===== src/rtl/pfe_pkg.sv =====
package pfe_pkg;

  localparam int VALUE_W   = 64;
  localparam int MAX_OUT   = 23;
  localparam int STEP_BITS = 4;

  localparam logic [3:0] DEC_RADIX  = 4'd10;
  localparam logic [3:0] GROUP_LAST = 4'(VALUE_W / STEP_BITS - 1);

  localparam logic [7:0] CH_NUL   = 8'h00;
  localparam logic [7:0] CH_PCT   = 8'h25;
  localparam logic [7:0] CH_MINUS = 8'h2d;
  localparam logic [7:0] CH_H     = 8'h68;
  localparam logic [7:0] CH_L     = 8'h6c;
  localparam logic [7:0] CH_C     = 8'h63;
  localparam logic [7:0] CH_D     = 8'h64;
  localparam logic [7:0] CH_I     = 8'h69;
  localparam logic [7:0] CH_U     = 8'h75;
  localparam logic [7:0] CH_X     = 8'h78;
  localparam logic [7:0] CH_XU    = 8'h58;
  localparam logic [7:0] CH_P     = 8'h70;
  localparam logic [7:0] CH_O     = 8'h6f;

  typedef struct packed {
    logic               command;
    logic [VALUE_W-1:0] value;
  } pfe_in_t;

  typedef struct packed {
    logic [7:0] character;
    logic       status;
    logic       last;
  } pfe_out_t;

  typedef enum logic [2:0] {
    PH_TEXT, PH_PCT, PH_SHORT, PH_LONG, PH_SPEC, PH_WAIT
  } phase_e;

  typedef enum logic [2:0] {
    W_DEF, W_HH, W_H, W_L, W_LL
  } width_e;

  typedef enum logic [2:0] {
    K_NONE, K_SDEC, K_UDEC, K_HEX, K_OCT, K_CHAR
  } kind_e;

  typedef enum logic [2:0] {
    RES_BYTE, RES_PCT, RES_ERR, RES_CHAR, RES_NUM
  } res_e;

  typedef enum logic [2:0] {
    ST_IDLE, ST_ONE, ST_DIV, ST_SIGN, ST_EMIT
  } state_e;

  typedef struct packed {
    logic   capture;
    res_e   res;
    kind_e  kind;
    width_e wcode;
    logic   put_one;
    logic   div_step;
    logic   sign_step;
    logic   emit;
  } pfe_cmd_t;

  typedef struct packed {
    logic out_free;
    logic dig_fin;
    logic emit_last;
  } pfe_sts_t;

  function automatic logic [7:0] hex_char(input logic [3:0] d);
    logic [7:0] c;
    if (d < 4'd10) begin
      c = 8'h30 + {4'd0, d};
    end else begin
      c = 8'h57 + {4'd0, d};
    end
    return c;
  endfunction

endpackage


===== src/rtl/pfe_ctrl.sv =====
module pfe_ctrl (
  input  logic              clk_i,
  input  logic              rst_ni,
  input  logic              in_valid_i,
  output logic              in_stall_o,
  input  pfe_pkg::pfe_in_t  in_i,
  input  pfe_pkg::pfe_sts_t sts_i,
  output pfe_pkg::pfe_cmd_t cmd_o
);
  import pfe_pkg::*;

  state_e state_q, state_d;
  phase_e phase_q, phase_d;
  width_e width_q, width_d;
  kind_e  kind_q,  kind_d;

  always_ff @(posedge clk_i or negedge rst_ni) begin
    if (!rst_ni) begin
      state_q <= ST_IDLE;
      phase_q <= PH_TEXT;
      width_q <= W_DEF;
      kind_q  <= K_NONE;
    end else begin
      state_q <= state_d;
      phase_q <= phase_d;
      width_q <= width_d;
      kind_q  <= kind_d;
    end
  end

  always_comb begin
    logic [7:0] b;
    logic       spec;
    logic       to_text;
    b         = in_i.value[7:0];
    spec      = 1'b0;
    to_text   = 1'b0;
    state_d   = state_q;
    phase_d   = phase_q;
    width_d   = width_q;
    kind_d    = kind_q;
    in_stall_o = 1'b1;
    cmd_o           = '0;
    cmd_o.res       = RES_ERR;
    cmd_o.kind      = kind_q;
    cmd_o.wcode     = width_q;

    unique case (state_q)
      ST_IDLE: begin
        in_stall_o = 1'b0;
        if (in_valid_i) begin
          cmd_o.capture = 1'b1;
          if (phase_q == PH_WAIT) begin
            if (in_i.command) begin
              to_text = 1'b1;
              if (kind_q == K_CHAR) begin
                cmd_o.res = RES_CHAR;
                state_d   = ST_ONE;
              end else begin
                cmd_o.res = RES_NUM;
                state_d   = ST_DIV;
              end
            end else begin
              state_d = ST_ONE;
            end
          end else if (in_i.command) begin
            state_d = ST_ONE;
          end else if (b == CH_NUL) begin
            to_text = 1'b1;
          end else begin
            unique case (phase_q)
              PH_TEXT: begin
                if (b == CH_PCT) begin
                  phase_d = PH_PCT;
                end else begin
                  cmd_o.res = RES_BYTE;
                  state_d   = ST_ONE;
                end
              end
              PH_PCT: begin
                if (b == CH_H) begin
                  width_d = W_H;
                  phase_d = PH_SHORT;
                end else if (b == CH_L) begin
                  width_d = W_L;
                  phase_d = PH_LONG;
                end else begin
                  spec = 1'b1;
                end
              end
              PH_SHORT: begin
                if (b == CH_H) begin
                  width_d = W_HH;
                  phase_d = PH_SPEC;
                end else begin
                  spec = 1'b1;
                end
              end
              PH_LONG: begin
                if (b == CH_L) begin
                  width_d = W_LL;
                  phase_d = PH_SPEC;
                end else begin
                  spec = 1'b1;
                end
              end
              default: spec = 1'b1;
            endcase
            if (spec) begin
              phase_d = PH_WAIT;
              unique case (b) inside
                CH_C:             kind_d = K_CHAR;
                CH_D, CH_I:       kind_d = K_SDEC;
                CH_U:             kind_d = K_UDEC;
                CH_X, CH_XU, CH_P: kind_d = K_HEX;
                CH_O:             kind_d = K_OCT;
                CH_PCT: begin
                  to_text   = 1'b1;
                  cmd_o.res = RES_PCT;
                  state_d   = ST_ONE;
                end
                default: to_text = 1'b1;
              endcase
            end
          end
          if (to_text) begin
            phase_d = PH_TEXT;
            width_d = W_DEF;
            kind_d  = K_NONE;
          end
        end
      end
      ST_ONE: begin
        if (sts_i.out_free) begin
          cmd_o.put_one = 1'b1;
          state_d       = ST_IDLE;
        end
      end
      ST_DIV: begin
        cmd_o.div_step = 1'b1;
        if (sts_i.dig_fin) begin
          state_d = ST_SIGN;
        end
      end
      ST_SIGN: begin
        cmd_o.sign_step = 1'b1;
        state_d         = ST_EMIT;
      end
      ST_EMIT: begin
        if (sts_i.out_free) begin
          cmd_o.emit = 1'b1;
          if (sts_i.emit_last) begin
            state_d = ST_IDLE;
          end
        end
      end
      default: state_d = ST_IDLE;
    endcase
  end

endmodule


===== src/rtl/pfe_dp.sv =====
module pfe_dp #(
  parameter int INT_BITS    = 16,
  parameter int DIGIT_DEPTH = 23
) (
  input  logic              clk_i,
  input  logic              rst_ni,
  input  pfe_pkg::pfe_in_t  in_i,
  input  pfe_pkg::pfe_cmd_t cmd_i,
  output pfe_pkg::pfe_sts_t sts_o,
  output logic              out_valid_o,
  input  logic              out_stall_i,
  output pfe_pkg::pfe_out_t out_o
);
  import pfe_pkg::*;

  localparam int CAP = (DIGIT_DEPTH < MAX_OUT) ? DIGIT_DEPTH : MAX_OUT;
  localparam int NW  = $clog2(CAP + 1);
  localparam int AW  = $clog2(DIGIT_DEPTH);
  localparam logic [6:0] INT_W  = 7'(INT_BITS);
  localparam logic [6:0] FULL_W = 7'(VALUE_W);
  localparam logic [NW-1:0] CAP_N = NW'(CAP);

  logic [7:0]         store_q [DIGIT_DEPTH];
  logic [7:0]         char_q, char_d;
  logic               err_q, err_d;
  logic               neg_q, neg_d;
  kind_e              kind_q, kind_d;
  logic [VALUE_W-1:0] work_q, work_d;
  logic [3:0]         rem_q, rem_d;
  logic [3:0]         grp_q, grp_d;
  logic [NW-1:0]      n_q, n_d;
  logic [AW-1:0]      rd_q, rd_d;
  logic               out_valid_q, out_valid_d;
  pfe_out_t           out_q, out_d;

  logic [6:0]         wbits;
  logic [VALUE_W-1:0] mask, masked, mag;
  logic               neg_in;
  logic [VALUE_W-1:0] work_div;
  logic [3:0]         digit, r_dec;
  logic [3:0]         qbits;
  logic               ready;
  logic               wr_en;
  logic [7:0]         wr_data;
  logic               out_free;

  assign out_free = !out_valid_q || !out_stall_i;

  always_comb begin
    unique case (cmd_i.wcode) inside
      W_HH, W_H: wbits = 7'd16;
      W_L:       wbits = 7'd32;
      W_LL:      wbits = 7'd64;
      default:   wbits = INT_W;
    endcase
    mask   = {VALUE_W{1'b1}} >> (FULL_W - wbits);
    masked = in_i.value & mask;
    neg_in = (cmd_i.kind == K_SDEC) && masked[6'(wbits - 7'd1)];
    mag    = neg_in ? ((~masked + 64'd1) & mask) : masked;
  end

  always_comb begin
    logic [4:0] t;
    logic [3:0] r;
    r     = rem_q;
    qbits = '0;
    for (int i = 0; i < STEP_BITS; i++) begin
      t = {r, work_q[VALUE_W-1-i]};
      if (t >= {1'b0, DEC_RADIX}) begin
        r                       = 4'(t - {1'b0, DEC_RADIX});
        qbits[STEP_BITS-1-i]    = 1'b1;
      end else begin
        r = t[3:0];
      end
    end
    r_dec = r;
    case (kind_q)
      K_HEX: begin
        work_div = work_q >> 4;
        digit    = work_q[3:0];
        ready    = 1'b1;
      end
      K_OCT: begin
        work_div = work_q >> 3;
        digit    = {1'b0, work_q[2:0]};
        ready    = 1'b1;
      end
      default: begin
        work_div = {work_q[VALUE_W-STEP_BITS-1:0], qbits};
        digit    = r_dec;
        ready    = (grp_q == GROUP_LAST);
      end
    endcase
  end

  assign sts_o.out_free  = out_free;
  assign sts_o.dig_fin   = ready && (work_div == '0);
  assign sts_o.emit_last = (rd_q == '0);

  always_comb begin
    char_d      = char_q;
    err_d       = err_q;
    neg_d       = neg_q;
    kind_d      = kind_q;
    work_d      = work_q;
    rem_d       = rem_q;
    grp_d       = grp_q;
    n_d         = n_q;
    rd_d        = rd_q;
    out_d       = out_q;
    out_valid_d = out_valid_q && out_stall_i;
    wr_en       = 1'b0;
    wr_data     = hex_char(digit);

    if (cmd_i.capture) begin
      case (cmd_i.res)
        RES_BYTE, RES_CHAR: char_d = in_i.value[7:0];
        RES_PCT:            char_d = CH_PCT;
        default:            char_d = CH_NUL;
      endcase
      err_d  = (cmd_i.res == RES_ERR);
      neg_d  = neg_in;
      kind_d = cmd_i.kind;
      work_d = mag;
      rem_d  = '0;
      grp_d  = '0;
      n_d    = '0;
    end

    if (cmd_i.div_step) begin
      work_d = work_div;
      if (ready) begin
        rem_d = '0;
        grp_d = '0;
        if (n_q < CAP_N) begin
          wr_en = 1'b1;
          n_d   = n_q + 1'b1;
        end
      end else begin
        rem_d = r_dec;
        grp_d = grp_q + 4'd1;
      end
    end

    if (cmd_i.sign_step) begin
      wr_data = CH_MINUS;
      if (neg_q && (n_q < CAP_N)) begin
        wr_en = 1'b1;
        n_d   = n_q + 1'b1;
      end
      rd_d = AW'(n_d - 1'b1);
    end

    if (cmd_i.put_one) begin
      out_d       = '{character: char_q, status: err_q, last: 1'b1};
      out_valid_d = 1'b1;
    end

    if (cmd_i.emit) begin
      out_d       = '{character: store_q[rd_q], status: 1'b0, last: (rd_q == '0)};
      out_valid_d = 1'b1;
      rd_d        = rd_q - 1'b1;
    end
  end

  always_ff @(posedge clk_i or negedge rst_ni) begin
    if (!rst_ni) begin
      out_valid_q <= 1'b0;
      work_q      <= '0;
      rem_q       <= '0;
      grp_q       <= '0;
      n_q         <= '0;
      rd_q        <= '0;
    end else begin
      out_valid_q <= out_valid_d;
      work_q      <= work_d;
      rem_q       <= rem_d;
      grp_q       <= grp_d;
      n_q         <= n_d;
      rd_q        <= rd_d;
    end
  end

  always_ff @(posedge clk_i) begin
    char_q <= char_d;
    err_q  <= err_d;
    neg_q  <= neg_d;
    kind_q <= kind_d;
    out_q  <= out_d;
    if (wr_en) begin
      store_q[n_q[AW-1:0]] <= wr_data;
    end
  end

  assign out_valid_o = out_valid_q;
  assign out_o       = out_q;

endmodule


===== src/rtl/printf_format_engine_top.sv =====
// Echo bytes, %%, c arguments and errors: one character, through ST_ONE to the output register.
// Numeric arguments: hex and octal give a digit per step, decimal a digit per 64-bit pass of a
// 4-bit-per-cycle restoring divide by ten; a sign step follows, then 1 digit/cycle unless stalled.
// Items causing no result leave the engine idle; input stalls until the current item is finished.
// Reset is asynchronous and active low; parser returns to plain text, no clearing pass.
module printf_format_engine_top #(
  parameter int INT_BITS    = 16,
  parameter int DIGIT_DEPTH = 23
) (
  input  logic              clk_i,
  input  logic              rst_ni,
  input  logic              in_valid_i,
  output logic              in_stall_o,
  input  pfe_pkg::pfe_in_t  in_i,
  output logic              out_valid_o,
  input  logic              out_stall_i,
  output pfe_pkg::pfe_out_t out_o
);
  import pfe_pkg::*;

  pfe_cmd_t cmd;
  pfe_sts_t sts;

  pfe_ctrl u_ctrl (
    .clk_i      (clk_i),
    .rst_ni     (rst_ni),
    .in_valid_i (in_valid_i),
    .in_stall_o (in_stall_o),
    .in_i       (in_i),
    .sts_i      (sts),
    .cmd_o      (cmd)
  );

  pfe_dp #(
    .INT_BITS    (INT_BITS),
    .DIGIT_DEPTH (DIGIT_DEPTH)
  ) u_dp (
    .clk_i       (clk_i),
    .rst_ni      (rst_ni),
    .in_i        (in_i),
    .cmd_i       (cmd),
    .sts_o       (sts),
    .out_valid_o (out_valid_o),
    .out_stall_i (out_stall_i),
    .out_o       (out_o)
  );

endmodule


===== config.mk =====
export PLATFORM = sky130hd
export DESIGN_NAME = printf_format_engine_top
export DESIGN_NICKNAME = d
export VERILOG_FILES = /design/src/rtl/pfe_pkg.sv /design/src/rtl/pfe_ctrl.sv /design/src/rtl/pfe_dp.sv /design/src/rtl/printf_format_engine_top.sv
export SDC_FILE = /design/constraint.sdc
export NUM_CORES = 1
export LEC_CHECK = 0
export BUFFER_PORTS_ARGS = -buffer_cell sky130_fd_sc_hd__clkbuf_2
export CELL_PAD_IN_SITES_DETAIL_PLACEMENT = 1
export CELL_PAD_IN_SITES_GLOBAL_PLACEMENT = 1
export CORE_ASPECT_RATIO = 1.75
export CORE_UTILIZATION = 45
export CTS_CLUSTER_DIAMETER = 30
export CTS_CLUSTER_SIZE = 24
export DETAILED_ROUTE_END_ITERATION = 8
export PLACE_DENSITY = 0.89
export SLEW_MARGIN = 10
export SYNTH_ARGS = -nofsm -noshare
export SYNTH_HDL_FRONTEND = slang
export SYNTH_SLANG_ARGS = --single-unit
export TNS_END_PERCENT = 20

===== constraint.sdc =====
create_clock -name clk_i -period 5.2 [get_ports clk_i]
set_input_delay 0.78 -clock clk_i [delete_from_list [all_inputs] [get_ports clk_i]]
set_output_delay 0.78 -clock clk_i [all_outputs]
set_load 0.01 [all_outputs]

## Word level (Yosys, flattened, before mapping)

Memories as Yosys holds them, arrays and structs flattened.
Cells that the tools add are included.

| storage, ports and cells | value |
|---|---|
| memories | 1 |
| latch bits | 0 |
| output and inout port bits | 12 |
| memory bits (writable) | 184 |
| register bits after elaboration | 118 |
| logic and storage cells | 233 |
| bits in read-only memories | 0 |

Memories:

| name | words | width | rd ports | clocked after Yosys merged registers in | wr ports | RTL line | RTL |
|---|---|---|---|---|---|---|---|
| u_dp.store_q | 23 | 8 | 1 | 0 | 1 | pfe_dp.sv:23 | `logic [7:0] store_q [DIGIT_DEPTH];` |

| operators by class | value |
|---|---|
| $lt $le $gt $ge | 7 |
| muxes and demuxes | 117 |
| div/mod/pow operators | 0 |
| shifts and indexed selects | 1 |
| eq/ne operators | 45 |
| reduce and logical (&&, ||, !) cells | 29 |
| bitwise logic cells | 3 |
| add/sub/neg operators | 13 |
| multipliers | 0 |

Operators by type and width:

| operator | number |
|---|---|
| $mux W64 | 3 |
| $and A64 B64 Y64 | 2 |
| $pmux W64 S2 | 1 |
| $mux W3 | 40 |
| $eq A8 B7 Y1 const B | 10 |
| $add A64 B1 Y64 const B | 1 |
| $logic_not A64 Y1 | 1 |
| $not A64 Y64 | 1 |
| $shr A64 B7 Y64 const A | 1 |
| $mux W5 | 9 |
| $mux W4 | 11 |
| $mux W1 | 37 |
| $pmux W3 S5 | 2 |
| $eq A3 B2 Y1 const B | 8 |
| $ge A5 B4 Y1 const B | 4 |
| $mux W10 | 2 |
| $mux W8 | 2 |
| $ne A4 B1 Y1 const B | 4 |
| $pmux W8 S2 | 1 |
| $sub A4 B4 Y4 const B | 4 |
| $eq A3 B3 Y1 const B | 5 |
| $pmux W7 S2 | 1 |
| $eq A3 B1 Y1 const B | 4 |
| $pmux W3 S4 | 1 |
| 38 further kinds | 60 |

## Logic depth before layout (Yosys ltp)

| logic depth | value |
|---|---|
| depth after elaboration | 24 |
| mapped depth | 26 |

## Modules after synthesis

Synthesis repeated with hierarchy kept, for this count alone.

| unflattened totals | value |
|---|---|
| cell total of the unflattened synthesis | 1,437 |
| area total of the unflattened synthesis | 15,703.8 um2 |

Modules (own cells, without submodules):

| module | sequential area each (um2) | cells an instance | area each (um2) | times used |
|---|---|---|---|---|
| pfe_dp | 7,592.3 | 1,302 | 14,575.2 | 1 |
| pfe_ctrl | 300.3 | 135 | 1,128.6 | 1 |

## Worst setup path before layout

Ideal clock, no wire load.

| timing | value |
|---|---|
| kind | flip-flop to flip-flop |
| from | reg u_dp.rem_q[0] |
| to | mem u_dp.store_q[0][1], data pin |
| data arrival time | 5,285 ps |
| path slack | -481 ps |
| data required time | 4,804 ps |
| stages on the path, launching flop included | 25 |
| library setup time | 396 ps |
| clock period less this slack | 5,681 ps |
| cell sequence | dfrtp_1 inv_1 ha_1 nor2b_1 o21ai_0 and2_1 ha_1 nor2_1 o21ai_0 nand4_1 a21o_1 inv_1 ha_1 nor2_1 a211oi_1 o2bb2ai_1 a21oi_1 ha_1 nand2_1 o211ai_1 o21ai_1 a21boi_0 inv_1 ha_1 a211oi_1 |

| between the ends | value |
|---|---|
| cells in the longest elaborated chain, start to end | 12 |
| elaborated cells between the ends (all ways) | 18 |
| those cells by class | 6 x add/sub; 5 x order compare; 7 x mux |

RTL lines:

| item | RTL line | RTL |
|---|---|---|
| start: declaration | pfe_dp.sv:29 | `logic [3:0] rem_q, rem_d;` |
| start signal: assignment | pfe_dp.sv:177 | `rem_q <= rem_d;` |
| $sub A4 B4 Y4 or $ge A5 B4 Y1 (tied branches) | pfe_dp.sv:70, pfe_dp.sv:69 |  |
| $mux W4 * | pfe_dp.sv:69 | `if (t >= {1'b0, DEC_RADIX}) begin` |
| $sub A4 B4 Y4 or $ge A5 B4 Y1 (tied branches) | pfe_dp.sv:70, pfe_dp.sv:69 |  |
| $mux W4 * | pfe_dp.sv:69 |  |
| $sub A4 B4 Y4 or $ge A5 B4 Y1 (tied branches) | pfe_dp.sv:70, pfe_dp.sv:69 |  |
| $mux W4 * | pfe_dp.sv:69 |  |
| $ge A5 B4 Y1 or $sub A4 B4 Y4 (tied branches) | pfe_dp.sv:69, pfe_dp.sv:70 |  |
| $mux W4 * | pfe_dp.sv:69 |  |
| $pmux W4 S2 * | pfe_dp.sv:77 | `case (kind_q)` |
| $add A7 B4 Y8, or another cell as far along | pfe_pkg.sv:77 | `c = 8'h57 + {4'd0, d};` |
| $mux W8 * | pfe_pkg.sv:74 | `if (d < 4'd10) begin` |
| $mux W8 * | pfe_dp.sv:145 | `if (cmd_i.sign_step) begin` |
| net u_dp.wr_data[1] | pfe_dp.sv:44 | `logic [7:0] wr_data;` |
| end: declaration | pfe_dp.sv:23 |  |

Mark *: on every way through the listed nets, which the timed path passes. The rest lies on a longest branch.

## Worst setup path after layout

| timing | value |
|---|---|
| from | reg u_dp.rem_q[1] |
| to | mem u_dp.store_q[9][4], data pin |

| between the ends | value |
|---|---|
| cells in the longest elaborated chain, start to end | 12 |
| elaborated cells between the ends (all ways) | 18 |
| those cells by class | 6 x add/sub; 5 x order compare; 7 x mux |

RTL lines:

| item | RTL line |
|---|---|
| $sub A4 B4 Y4 or $ge A5 B4 Y1 (tied branches) | pfe_dp.sv:70, pfe_dp.sv:69 |
| $mux W4 * | pfe_dp.sv:69 |
| $sub A4 B4 Y4 or $ge A5 B4 Y1 (tied branches) | pfe_dp.sv:70, pfe_dp.sv:69 |
| $mux W4 * | pfe_dp.sv:69 |
| $ge A5 B4 Y1 or $sub A4 B4 Y4 (tied branches) | pfe_dp.sv:69, pfe_dp.sv:70 |
| $mux W4 * | pfe_dp.sv:69 |
| $sub A4 B4 Y4 or $ge A5 B4 Y1 (tied branches) | pfe_dp.sv:70, pfe_dp.sv:69 |
| $mux W4 * | pfe_dp.sv:69 |
| $pmux W4 S2 * | pfe_dp.sv:77 |
| $add A7 B4 Y8, or another cell as far along | pfe_pkg.sv:77 |
| $mux W8 * | pfe_pkg.sv:74 |
| $mux W8 * | pfe_dp.sv:145 |
| net u_dp.wr_data[4] | pfe_dp.sv:44 |

Marked as above.

==> impl_metrics.tcl <==
set metrics [dict create \
    synth_edf_count 183 \
    cts.sinks 279 \
    worstPathArrival_ns 5.41 \
    htreeDepth 2 \
    power.density_nw_per_um2 512.8 \
    grt_pass1_wl_um 78760 \
    grt_overflow 0 \
    wl_per_cell_um 27.11 \
    r2r_end "u_dp.store_q[9][4]" \
    r2r-start "u_dp.rem_q[1]" \
    ios 81 \
    cts_tree "built" \
    max_stage_delay_ns 0.44 \
    critical-path-slowest-cell "o41a_1" \
    dr.pass1.iters 4 \
    pre_cts_ws_ns -0.2952 \
    hp-class "in -> async" \
    portBuffers 80 \
    setup_viol 0 \
    cp.required_ns 5.60 \
    setup_slack_ns 0.1850 \
    drc_errors 0 \
    final_cell_mix "edfxtp_1, nand2_1, a21oi_1" \
    hpwl_um 36450 \
    hold_slack_ns 0.3067 \
    synth.avg_cell_area_um2 11.10 \
    dpl_cell_area_um2 16230 \
    layout-drive-gt1-share_pct 19.85 \
    antenna_left 0 \
    post-route-cell-area_um2 17850 \
    maxSlewViolCount 0 \
    critical_path_class "reg -> reg" \
    rr_worst_depth 28 \
    vias 12680 \
    area_delta_synth_final_pct 17.67 \
    numCtsBuffers 39 \
    first_iter_violations 933 \
    worstSetupEndpointType "flop" \
    grt_max_degree 75 \
    die-area_um2 34470 \
    syn_area_um2 15170 \
    synth_seq_cells 279 \
    yosys_warnings 0 \
    chipWidth_um 140.8 \
    cp-start-kind "flop" \
    max_cap_violations 0 \
    period_needed_ns 5.015 \
    r2r_slack_ns 0.19 \
    path_clk_slew_ns 0.06 \
    start_util_pct 45.92 \
    core_um2 33030 \
    netlist-cell-type-count 80 \
    clk_path_buf_depth 3 \
    relSlewSlack_pct 13.84 \
    grt_pass1_vias 13480 \
    tightest_slew_ns 1.288 \
    hold_violations 0 \
    drt_wl_total_um 51970 \
    nets 1567 \
    crit_fanout 23 \
    outcome "finished clean" \
    antenna_found_initial 2 \
    cts_root_buffer "clkbuf_16" \
    async_flop_share_pct 34.05 \
    synthCells 1367 \
    fmax_mhz 199.4 \
    gp_congestion 0.9132 \
    ys_seq_area_share_pct 52.03 \
    placementRows 88 \
    cts-hold-fix-buffers 0 \
    min_period_over_period_pct 96.44 \
    ir_worst_vdd_mv 0.2500 \
    skew_ns 0.02194 \
    mostFrequentLayoutCell "edfxtp_1" \
    vias_per_cell 6.616 \
    grt_usage_pct 30.42 \
    p_leak_uw 0.006679 \
    dominantRegCellSynth "edfxtp_1" \
    power_uw 9152 \
    die-height_um 244.9 \
    clk_latency_ns 0.56 \
    fin_setup_tns_ns 0 \
]
## through the flow
| stage | instances | utilization (%) |
|---|---|---|
| global placement | 1829 | 49.13 |
| finish | 1917 | 54.03 |
| CTS | 1900 | 53.28 |
| global route | 1917 | 54.03 |
| floorplan | 1389 | - |
| detailed placement | 1829 | 49.13 |
## worst max-delay path, delay by kind of cell (launching register included)
kind	cells	cell delay (ns)
DFF	1	0.43
adders and majority gates	5	0.89
AOI/OAI and AO/OA	11	2.06
buffers and inverters	8	0.88
and+or+nand+nor	4	0.59
## flip-flops by register name, summed over array words and instances, names as in the netlist, 4 cells and up
name	cells
u_dp.store_q	161
u_dp.work_q	64
u_dp.out_o	10
u_dp.char_q	8
u_dp.n_q	5
u_dp.rd_q	5
u_dp.grp_q	4
u_dp.rem_q	4
## cell usage after synthesis (3+ instances only)
cell | number | area share (%)
a21boi_0 | 3 | 0.15
o21ai_1 | 3 | 0.099
nand4_1 | 21 | 0.87
nor2_1 | 91 | 2.3
o21ai_0 | 81 | 2.7
xor2_1 | 24 | 1.4
dfrtp_1 | 95 | 16
nand3b_1 | 6 | 0.30
o211ai_1 | 12 | 0.59
nand2b_1 | 8 | 0.33
mux2i_1 | 22 | 1.5
a31oi_1 | 20 | 0.82
nor3b_1 | 3 | 0.15
o21a_1 | 4 | 0.20
a22o_1 | 64 | 3.7
nand3_1 | 40 | 1.3
o41ai_1 | 8 | 0.46
buf_1 | 12 | 0.30
nor4_1 | 14 | 0.58
a211oi_1 | 6 | 0.30
mux4_2 | 42 | 6.2
o31ai_1 | 12 | 0.59
or3_1 | 14 | 0.58
nor2b_1 | 12 | 0.49
o21bai_1 | 4 | 0.20
o221ai_1 | 58 | 3.3
a21o_1 | 5 | 0.25
a211o_1 | 7 | 0.40
and3_1 | 5 | 0.21
a21oi_1 | 102 | 3.4
nor3_1 | 15 | 0.49
nand2_1 | 135 | 3.3
inv_1 | 32 | 0.79
ha_1 | 17 | 1.4
or4_1 | 5 | 0.25
clkbuf_1 | 73 | 1.8
and2_1 | 7 | 0.29
xnor2_1 | 44 | 2.5
edfxtp_1 | 183 | 36
o22ai_1 | 4 | 0.16
or3b_2 | 4 | 0.23
## per-layer routing
metal / global-route usage (%) / vias to the layer above / part of all wire, %
met3: 3.472 / 217 / 4.0
met5: 0 / - / 0.029
met4: 21.87 / 2 / 8.2
met1: 29.45 / 6455 / 33
met2: 58.71 / 499 / 55
li1: - / 5510 / -
## cell type report
class | instances | area, µm²
antenna | 1 | 2.502
clock buffer | 44 | 994.7
clock inverter | 27 | 355.3
fill | 3500 | 15180
inverter | 34 | 127.6
multi-input combinational | 988 | 7037
sequential | 279 | 7895
tap | 405 | 506.7
timing repair buffer | 139 | 929.6
## how the worst max path moves through the flow
stage / depth (start not counted) / end / from / slack (ns)
after floorplan: 21 / u_dp.store_q[0][0] / u_dp.rem_q[0] / -0.01
after global placement: 23 / u_dp.store_q[8][6] / u_dp.rem_q[1] / 0.11
after detailed placement: 28 / u_dp.store_q[16][2] / u_dp.rem_q[1] / -0.30
after CTS: 28 / u_dp.store_q[16][2] / u_dp.rem_q[1] / 0.003
after global routing: 29 / u_dp.store_q[17][2] / u_dp.rem_q[1] / -0.04
final: 28 / u_dp.store_q[9][4] / u_dp.rem_q[1] / 0.19
## cells by family after synthesis
kind of cell	share of synthesized area (%)
buffers and inverters	3.085
adder cells (fa/ha/maj)	1.402
AO/OA/AOI/OAI	19.05
other	0.02472
multiplexers	7.836
AND/OR/NAND/NOR	12.65
flip-flops	52.03
XOR/XNOR	3.926
## what timing repair did
| action | 4_1_cts | 5_1_grt |
|---|---|---|
| setup buffers | 0 | 13 |
| pin swaps | 0 | 14 |
| endpoints found under the setup margin | 138 | 138 |
| gates cloned | 0 | 3 |
| gates resized for setup | 7 | 28 |
## power by group
part / internal [µW] / total [µW] / switching, µW
sequential: 2780 / 3160 / 376
combinational: 1220 / 3190 / 1970
clock: 1640 / 2810 / 1160
total: 5650 / 9150 / 3510
No activity file was read; power rests on OpenSTA's default activity.
